==> src/edr_pkg.sv <==
`timescale 1ns / 1ps
// shared constants, link and control types for the edit distance row engine
package edr_pkg;

    localparam int MAX_REF_LEN = 64;
    localparam int COST_WIDTH  = 8;
    localparam int SYM_W       = 8;
    localparam int LEN_W       = $clog2(MAX_REF_LEN + 1);
    localparam int CNT_W       = $clog2(MAX_REF_LEN + 2);
    localparam int OUT_DATA_W  = ((COST_WIDTH + 7) / 8) * 8;

    localparam logic [COST_WIDTH-1:0] COST_MAX = '1;

    // command codes carried on s_tuser
    localparam logic [1:0] CMD_APPEND = 2'd0;
    localparam logic [1:0] CMD_QUERY  = 2'd1;
    localparam logic [1:0] CMD_END    = 2'd2;
    localparam logic [1:0] CMD_CLEAR  = 2'd3;

    // wavefront data handed from one cell to the next
    typedef struct packed {
        logic                  valid;
        logic                  sat;
        logic [SYM_W-1:0]      sym;
        logic [COST_WIDTH-1:0] cost_new;
        logic [COST_WIDTH-1:0] diag;
    } edr_link_t;

    // per-cell control from the top level
    typedef struct packed {
        logic                  restart;
        logic [COST_WIDTH-1:0] init_cost;
        logic                  in_range;
        logic                  ref_we;
        logic [SYM_W-1:0]      ref_sym;
    } edr_cell_ctrl_t;

    // cost value for a length, held at the cost limit
    function automatic logic [COST_WIDTH-1:0] clamp_len(input logic [LEN_W-1:0] len);
        logic [COST_WIDTH-1:0] res;
        if (int'(len) >= int'(COST_MAX))
            res = COST_MAX;
        else
            res = COST_WIDTH'(len);
        return res;
    endfunction

endpackage

==> src/edr_cell.sv <==
`timescale 1ns / 1ps
// one row cell: holds a cost entry and a reference symbol, updates as the wavefront passes
module edr_cell
    import edr_pkg::*;
(
    input  logic           clk,
    input  logic           rst_n,
    input  edr_cell_ctrl_t ctrl,
    input  edr_link_t      link_in,
    output edr_link_t      link_out
);

    logic [COST_WIDTH-1:0] cost_reg;
    logic [COST_WIDTH-1:0] cost_next;
    logic [SYM_W-1:0]      ref_reg;
    edr_link_t             link_reg;
    edr_link_t             link_next;

    logic                  mismatch;
    logic                  hit_max;
    logic [COST_WIDTH:0]   cand_diag;
    logic [COST_WIDTH:0]   cand_above;
    logic [COST_WIDTH:0]   cand_left;
    logic [COST_WIDTH:0]   best;
    logic [COST_WIDTH-1:0] cost_calc;

    always_comb
    begin
        mismatch   = (link_in.sym != ref_reg);
        cand_diag  = {1'b0, link_in.diag} + (COST_WIDTH + 1)'(mismatch);
        cand_above = {1'b0, cost_reg} + (COST_WIDTH + 1)'(1);
        cand_left  = {1'b0, link_in.cost_new} + (COST_WIDTH + 1)'(1);
        best = cand_diag;
        if (cand_above < best)
            best = cand_above;
        if (cand_left < best)
            best = cand_left;
        hit_max   = (best >= {1'b0, COST_MAX});
        cost_calc = hit_max ? COST_MAX : best[COST_WIDTH-1:0];

        cost_next = cost_reg;
        if (ctrl.restart)
            cost_next = ctrl.init_cost;
        else if (link_in.valid && ctrl.in_range)
            cost_next = cost_calc;

        // past the reference end the cell just forwards the last live entry
        link_next      = link_in;
        link_next.diag = cost_reg;
        if (ctrl.in_range)
        begin
            link_next.cost_new = cost_calc;
            link_next.sat      = link_in.sat | hit_max;
        end
    end

    always_ff @(posedge clk or negedge rst_n)
    begin
        if (!rst_n)
            link_reg <= '0;
        else
            link_reg <= link_next;
    end

    always_ff @(posedge clk)
    begin
        cost_reg <= cost_next;
        if (ctrl.ref_we)
            ref_reg <= ctrl.ref_sym;
    end

    assign link_out = link_reg;

endmodule

==> config.mk <==
export PLATFORM = sky130hd
export DESIGN_NAME = edr_cell
export DESIGN_NICKNAME = d
export VERILOG_FILES = /design/src/edr_pkg.sv /design/src/edr_cell.sv
export SDC_FILE = /design/constraint.sdc
export NUM_CORES = 1
export LEC_CHECK = 0
export BUFFER_PORTS_ARGS = -buffer_cell sky130_fd_sc_hd__buf_2
export CAP_MARGIN = 20
export CORE_MARGIN = 2
export CORE_UTILIZATION = 40
export CTS_CLUSTER_DIAMETER = 80
export DETAILED_ROUTE_END_ITERATION = 10
export PLACE_DENSITY = 0.69
export SYNTH_ARGS = -nofsm -noshare
export SYNTH_HDL_FRONTEND = slang
export SYNTH_SLANG_ARGS = --single-unit
export TNS_END_PERCENT = 20
==> constraint.sdc <==
create_clock -name clk -period 5.8 [get_ports clk]
set_input_delay 1.74 -clock clk [delete_from_list [all_inputs] [get_ports clk]]
set_output_delay 1.74 -clock clk [all_outputs]
set_load 0.005 [all_outputs]
### Yosys cells after proc, flatten, opt, wreduce, memory -nomap -nowiden

Cells that the tools add are included.

* register bits: 42
* latch bits: 0
* memory bits (writable): 0
* memory bits (read-only): 0
* bits of input ports: 47
* output and inout port bits: 26
* logic and storage cells: 24
* memories: 0

* add/sub/neg operators: 3
* $mul: 0
* divide/modulo/power cells: 0
* order comparisons: 3
* eq/ne operators: 1
* shift-type cells: 0
* mux-type cells: 7
* bitwise gates (word level): 1
* reductions and logical operators: 2

Operators with widths (count)
* $mux 8: 4
* $add 8x1->9 const B: 2
* $lt 9x9->1: 2
* $mux 9: 2
* $add 8x1->9: 1
* $ge 9x8->1 const B: 1
* $ne 8x8->1: 1
* $reduce_bool 2->1: 1
* $logic_and 1x1->1: 1
* $mux 1: 1
* $or 1x1->1: 1

### Depth between registers and ports, before layout

Gate-level depths: netlist of run 1.

* depth after elaboration: 10
* gate-level depth with buffers: 28
* depth with buffers taken out: 26

### Least setup slack after synthesis of run 1

OpenSTA, ideal clock, no wires.

* path kind: input to register
* from: in link_in[23] (netlist bit)
* to: reg cost_reg[0] (data pin)
* setup time: 0.152 ns
* arrival: 6.165 ns
* data required time: 5.648 ns
* slack: -0.517 ns
* cell stages on the path: 26
* path buffers: 2
* cells stage by stage: xor2_1 -> nor4_1 -> nand2_1 -> ha_1 -> ha_1 -> inv_1 -> ha_1 -> a221oi_1 -> o21ai_0 -> nand2_1 -> o21ai_1 -> a31oi_2 -> buf_6 -> mux2_2 -> ha_1 -> a21oi_1 -> o21ai_0 -> a21oi_1 -> nand2_1 -> nor4bb_1 -> a221oi_1 -> a21boi_2 -> a221oi_2 -> a21oi_4 -> buf_6 -> a31oi_1

* longest elaborated chain between the ends: 10

RTL lines
* start, declared: RTL line edr_cell.sv:9 `input edr_link_t link_in,`
* $ne 8x8->1 *: RTL line edr_cell.sv:29 `mismatch = (link_in.sym != ref_reg);`
* $add 8x1->9 *: RTL line edr_cell.sv:30 `cand_diag = {1'b0, link_in.diag} + (COST_WIDTH + 1)'(mismatch);`
* $lt 9x9->1: RTL line edr_cell.sv:34 `if (cand_above < best)`
* $mux 9 *: RTL line edr_cell.sv:34
* $lt 9x9->1: RTL line edr_cell.sv:36 `if (cand_left < best)`
* $mux 9 *: RTL line edr_cell.sv:36
* $ge 9x8->1: RTL line edr_cell.sv:38 `hit_max = (best >= {1'b0, COST_MAX});`
* $mux 8 *: RTL line edr_cell.sv:39 `cost_calc = hit_max ? COST_MAX : best[COST_WIDTH-1:0];`
* $mux 8 *: RTL line edr_cell.sv:44 `else if (link_in.valid && ctrl.in_range)`
* $mux 8 *: RTL line edr_cell.sv:42 `if (ctrl.restart)`
* via cost_next[0]: RTL line edr_cell.sv:14 `logic [COST_WIDTH-1:0] cost_next;`
* end signal, assigned: RTL line edr_cell.sv:67 `cost_reg <= cost_next;`
* end, declared: RTL line edr_cell.sv:13 `logic [COST_WIDTH-1:0] cost_reg;`

Mark *: on every way through the listed nets, which the timed path passes. The rest lies on a longest branch. The select of a mux whose other input is x is not followed.
A chain may end at the register's enable or synchronous reset.

==> qor.yml, run 1 <==
cells_and_area:
  number_of_diodes: 0
  final_layout_size_suffix_gt1_share_pct: 49.5
  largest_reg_flops: 26
  final_design_area_no_fill_mm2: 0.00398
  layout.filler_cells: 534
  final_nets: 453
  areaGrowthSynthToFinish_pct: 55.3
drt:
  drt-total-wl_um: 7130
  routedWlPerCell_um: 15.2
  routed-via-count: 2435
  drt-vias-per-instance: 5.19
  drt.antenna.violating_nets: 0
  iteration_0_drc_count_of_the_detailed_router: 107
  remaining_routing_drc_violations: 0
  detailedRoute.firstPassIterationCount: 4
clocking:
  cts_tree: "yes"
  cts_num_sinks: 42
  clk_pin_slew_worst_paths_ns: 0.08
  htreeDepth: 2
  clockBufferDepth: 2
  clock_tree.root_cell: "clkbuf_8"
  tritoncts.num_buffers: 5
  clkLatencyLatePin_ns: 0.29
die:
  rows: 29
  die_height_um: 84.0
  floorplan.core_area_mm2: 0.00628
  io_pins: 73
  initial_utilization_pct: 40.8
  chipWidth_um: 84.0
  die-area_mm2: 0.00706
synthesis:
  synth_seq_area_share_pct: 44.2
  ys_top_cells_by_area: "dfrtp_1 (25%), edfxtp_1 (19%), ha_1 (7.3%), xor2_1 (6.8%), nor2_1 (4.1%)"
  synth.largest_area_cell: "dfrtp_1"
  ys_dominant_reg_cell: "dfrtp_1"
  number_of_synthesized_flops_with_an_enable_pin: 16
  synth_area_per_cell_um2: 9.97
  ys_warn_count: 0
  syn-cell-area_mm2: 0.00256
  async_reset_ff_share_pct: 61.9
  ys_ff_latch: 42
  mappedNetlistNets: 319
  number_of_instances_in_the_synthesized_netlist: 257
  synth_top_cell_area_share_pct: 25.4
  yosys.cell_types.count: 45
pwr:
  swShare_pct: 35.9
  clkPwrFrac_pct: 14.9
  power.share.combinational_pct: 53.5
  ir_drop_mv: 0.201
  power_leakage_nw: 1.73
  report.power.total_mw: 1.20
  switching_power_mw: 0.429
  seq_power_share_pct: 31.6
  internal_power_mw: 0.766
  pwr_cell_area_mw_per_mm2: 300
global_routing:
  grt_antenna_before_repair: 0
  grt_first_pass_wirelength_um: 10600
  globalRoute.totalOverflow: 0
  grt_max_degree: 27
  overall_routing_resource_usage_pct: 18.7
  number_of_global_route_vias_before_repair: 2327
sta:
  max_clock_freq_mhz: 157
  clock-skew-final_ns: 0.00613
  hold_viol: 0
  holdWs_ns: 0.439
  finalSetupTns_ns: -8.38
  setup_violations: 17
  timing.final.crit_period_ns: 6.35
  setup_repair_after_global_routing_missed_its_margin: "true"
  finalMaxSlewViolations: 0
  worst-slew-pin-transition_ns: 0.582
  post-route-period-util_pct: 109
  final.setup.worst_slack_ns: -0.551
  relSlewSlack_pct: 60.9
run:
  maxCapViolCount: 0
worst_setup_path:
  crit_path_max_fanout: 6
  timing.critical_path.required_ns: 6.01
  timing.critical_path.to_type: "flip-flop"
  worst_setup_path_start_kind: "input pin"
  arrival_ns: 6.56
  critical_path_class: "input pin to flip-flop"
min_path:
  worstHoldPathType: "flip-flop to flip-flop"
status:
  failed_checks: "negative setup slack"
  run_status: "finished with violations"
placed_design:
  routabilityCongestion: 0.878
  dpl.hpwl_um: 5120
  port-buffer-count: 72
  placed_cell_area_mm2: 0.00340
## placed cells by master, fill, tap and decap left out, types with 2 or more instances in the layout
cell and n:
a21oi_1 2, a21oi_2 5, a21oi_4 2, a221oi_2 2, a31oi_1 12, a31oi_4 5
and3_1 2, and3b_1 2, buf_2 69, buf_4 55, buf_6 6, clkbuf_8 5
clkinv_1 2, dfrtp_1 26, edfxtp_1 16, ha_1 6, ha_4 8, inv_1 10
inv_2 2, mux2i_1 3, mux2i_4 5, nand2_1 21, nand2_2 3, nand3_1 12
nand4_1 6, nor2_1 25, nor2_4 2, nor3_1 4, nor4_1 3, o21ai_0 4
o21ai_1 7, o21ai_2 4, xnor2_1 7, xor2_1 17, xor2_2 4
## power by group through the flow
stage	combinational (mW)	sequential, mW	clock [mW]
final	0.640	0.377	0.179
after CTS	0.547	0.377	0.183
after floorplan	0.259	0.382	0
after detailed placement	0.469	0.382	0
after global routing	0.686	0.383	0.193
after global placement	0.464	0.383	0
## worst paths after layout
| check | from | end | slack [ns] | cells after the start |
|---|---|---|---|---|
| worst max-delay path | link_in[19] | link_out[9] | -0.55 | 28 |
| worst min-delay path | cost_reg[5] | link_out[5] | 0.44 | 0 |
| worst max register to register | ref_reg[3] | link_out[9] | 0.58 | 27 |
| worst min register to register | cost_reg[5] | link_out[5] | 0.44 | 0 |
| max in group asynchronous | rst_n | link_out[3] | 3.97 | 1 |
| min in group asynchronous | rst_n | link_out[7] | 1.44 | 1 |
## metal layers
metal  track usage [%]  up-vias  part of all wire (%)
met4              4.40        0                  0.86
met1              23.1     1155                    42
li1                  -     1198                     -
met2              33.1       76                    52
met3              4.06        6                   5.0
met5                 0        -                     0
## kinds of logic after synthesis
| logic type | count (synthesis) | synth area share [%] |
|---|---|---|
| xor gates and xnor gates | 28 | 9.87 |
| and+or+nand+nor | 91 | 17.0 |
| muxes | 11 | 4.45 |
| adders and majority gates | 16 | 7.72 |
| DFF | 42 | 44.2 |
| AOI/OAI and AO/OA | 50 | 13.5 |
| buffers and inverters | 19 | 3.37 |
## metrics by stage
step | cells | utilization, % | setup WS, ns
global route | 469 | 63.4 | -0.738
detailed placement | 444 | 54.1 | -0.930
floorplan | 257 | - | -0.369
CTS | 459 | 58.4 | -0.494
global placement | 444 | 54.1 | -0.812
finish | 469 | 63.4 | -0.551
## timing repair
item / in CTS / in global routing
buffers inserted: 6 / 10
resized for setup: 20 / 42
gates cloned: 1 / 0
endpoints found under the setup margin: 17 / 17
hold buffers: 0 / 0
pin swaps: 17 / 31
## critical path: stages
cell	delay [ns]
buf_2	0.11
xor2_1	0.14
nor4_1	0.33
nand2_1	0.17
ha_4	0.22
nand3_4	0.07
xor2_2	0.08
ha_2	0.20
buf_6	0.12
nand2_4	0.05
nor2_4	0.03
o41ai_4	0.30
o21ai_2	0.14
a31oi_4	0.21
buf_8	0.18
mux2_4	0.34
ha_4	0.28
nand2_2	0.06
nor2_4	0.10
a21oi_2	0.08
nand2_2	0.10
nor2_1	0.07
a221oi_2	0.29
a21boi_4	0.34
mux2i_4	0.37
a21oi_4	0.10
buf_6	0.17
a31oi_4	0.15
## layout make-up
class | count | area (µm²) | area share (%)
repair buffers | 132 | 861 | 21.6
inverters | 13 | 48.8 | 1.23
clock buffers | 5 | 68.8 | 1.73
multi-input cells | 197 | 1760 | 44.2
clock inverters | 3 | 16.3 | 0.409
flip-flops and latches | 42 | 1130 | 28.4
well taps | 77 | 96.3 | 2.42
## synth_stat cells (6+ instances only)
cell      count
nor2_1       28
dfrtp_1      26
nand2_1      24
xor2_1       20
a31oi_1      16
edfxtp_1     16
ha_1         15
nand3_1      13
o21ai_0      13
inv_1        12
mux2i_1       8
a21oi_1       7
xnor2_1       7
nand4_1       6
(Power assumes the default switching activity.)
==> run 2, diff against run 1 <==
Settings changed: TNS_END_PERCENT 20 to 5.
==> qor.yml, run 2 (synthesis results as in run 1) <==
status:
  failed_checks: "negative setup slack"
  run_status: "finished with violations"
clocking:
  cts_num_sinks: 42
  clock_tree.root_cell: "clkbuf_8"
  clk_pin_slew_worst_paths_ns: 0.08
  htreeDepth: 2
  clkLatencyLatePin_ns: 0.29
  clockBufferDepth: 2
  ctsHoldBuffers: 0
  cts_tree: "yes"
  tritoncts.num_buffers: 5
cells_and_area:
  multiInputGateArea_mm2: 0.00169
  largest_reg_flops: 26
  final_nets: 449
  layout.cells.most_common_list: "buf_2 (70), buf_4 (51), dfrtp_1 (26)"
  instances_no_fill: 465
  final_layout_size_suffix_gt1_share_pct: 47.9
  areaGrowthSynthToFinish_pct: 51.1
  mostFrequentLayoutCell: "buf_2"
  layout.filler_cells: 515
  register_area_mm2: 0.00113
  number_of_diodes: 0
sta:
  setup_violations: 17
  relSlewSlack_pct: 60.8
  clock-skew-final_ns: 0.00669
  timing.final.crit_period_ns: 6.29
  finalMaxSlewViolations: 0
  setup_repair_after_global_routing_missed_its_margin: "true"
  final.setup.worst_slack_ns: -0.491
  max_clock_freq_mhz: 159
  worst-slew-pin-transition_ns: 0.584
  post-route-period-util_pct: 108
  hold_viol: 0
min_path:
  hold_path_depth: 0
  worstHoldPathType: "flip-flop to flip-flop"
  whs_endpoint: "link_out[1]"
  hold_path_startpoint: "cost_reg[1]"
worst_setup_path:
  worst-path-buf-inv: 5
  cp_top_family: "compound AO/OA/AOI/OAI gates"
  crit-reg2reg-launch: "ref_reg[1]"
  timing.critical_path.required_ns: 5.83
  worstRegToRegCells: 27
  crit_path_max_fanout: 6
  r2r-end: "cost_reg[1]"
  setup.reg_to_reg.worst_slack_ns: 0.62
  worst_setup_path_start_kind: "input pin"
  cp_slowest_stage_delay_ns: 0.38
  timing.critical_path.to_type: "flip-flop"
  arrival_ns: 6.32
  critical_path_class: "input pin to flip-flop"
  cpMaxStageDelayCell: "a21boi_4"
global_routing:
  grt_first_pass_wirelength_um: 11000
  number_of_global_route_vias_before_repair: 2437
  grt_max_degree: 27
  overall_routing_resource_usage_pct: 19.2
  globalRoute.totalOverflow: 0
  grt_antenna_before_repair: 0
drt:
  iteration_0_drc_count_of_the_detailed_router: 129
  drt-total-wl_um: 7260
  drt-vias-per-instance: 5.37
  routedWlPerCell_um: 15.6
  drt.antenna.violating_nets: 0
  remaining_routing_drc_violations: 0
  routed-via-count: 2497
  detailedRoute.firstPassIterationCount: 4
placed_design:
  dpl.hpwl_um: 5230
  routabilityCongestion: 0.890
  numPlacedInstances: 447
  worst_setup_timing_slack_at_the_placement_stage_ns: -0.820
  port-buffer-count: 72
die:
  io_pins: 73
  rows: 29
  chipWidth_um: 84.0
  die_height_um: 84.0
  floorplan.core_area_mm2: 0.00628
  initial_utilization_pct: 40.8
  die-area_mm2: 0.00706
pwr:
  report.power.total_mw: 1.17
  pwr_cell_area_mw_per_mm2: 302
  ir_drop_mv: 0.194
  power_leakage_nw: 1.68
run:
  maxCapViolCount: 0
==> run 2: through the flow <==
step	util [%]	setup TNS, ns	hold slack, ns	instance area, µm²
finish	61.7	-7.54	0.457	3870
global route	61.7	-11.79	0.475	3870
CTS	59.1	-5.49	0.452	3710
detailed placement	54.3	-13.12	0.433	3410
global placement	54.3	-12.14	0.437	3410
floorplan	-	-4.65	0.398	2640
==> run 2: layout make-up <==
| class | instances | share of cell area [%] |
|---|---|---|
| tap | 77 | 2.49 |
| clock buffer | 5 | 1.78 |
| inverter | 13 | 1.26 |
| multi-input combinational | 197 | 43.7 |
| sequential | 42 | 29.2 |
| timing repair buffer | 128 | 21.0 |
| clock inverter | 3 | 0.550 |
==> run 2: worst max path at each step <==
stage / start / endpoint / slack, ns / cells past startpoint
final: link_in[16] / cost_reg[1] / -0.49 / 28
after floorplan: link_in[18] / cost_reg[5] / -0.37 / 26
after detailed placement: link_in[18] / link_out[10] / -0.82 / 27
after global placement: link_in[18] / cost_reg[2] / -0.74 / 27
after CTS: link_in[16] / link_out[15] / -0.36 / 27
after global routing: link_in[23] / cost_reg[1] / -0.74 / 29
==> run 2: power by group <==
part / leakage, nW / internal (mW) / switching (mW)
Combinational: 1.19 / 0.307 / 0.298
Sequential: 0.452 / 0.354 / 0.0231
Clock: 0.0441 / 0.0845 / 0.101
Total: 1.68 / 0.745 / 0.423
==> run 2: timing repair <==
item	in CTS	in global routing
resized for setup	25	22
setup buffers	5	3
gates cloned	1	1
pin swaps	24	24
endpoints found under the hold margin	0	0
endpoints found under the setup margin	17	17
==> run 2: routing by layer <==
| metal | track usage (%) | vias up | share of wire (%) |
|---|---|---|---|
| li1 | - | 1190 | - |
| met1 | 24.4 | 1201 | 42 |
| met2 | 33.2 | 89 | 51 |
| met3 | 3.96 | 17 | 5.2 |
| met4 | 5.13 | 0 | 2.1 |
| met5 | 0 | - | 0 |
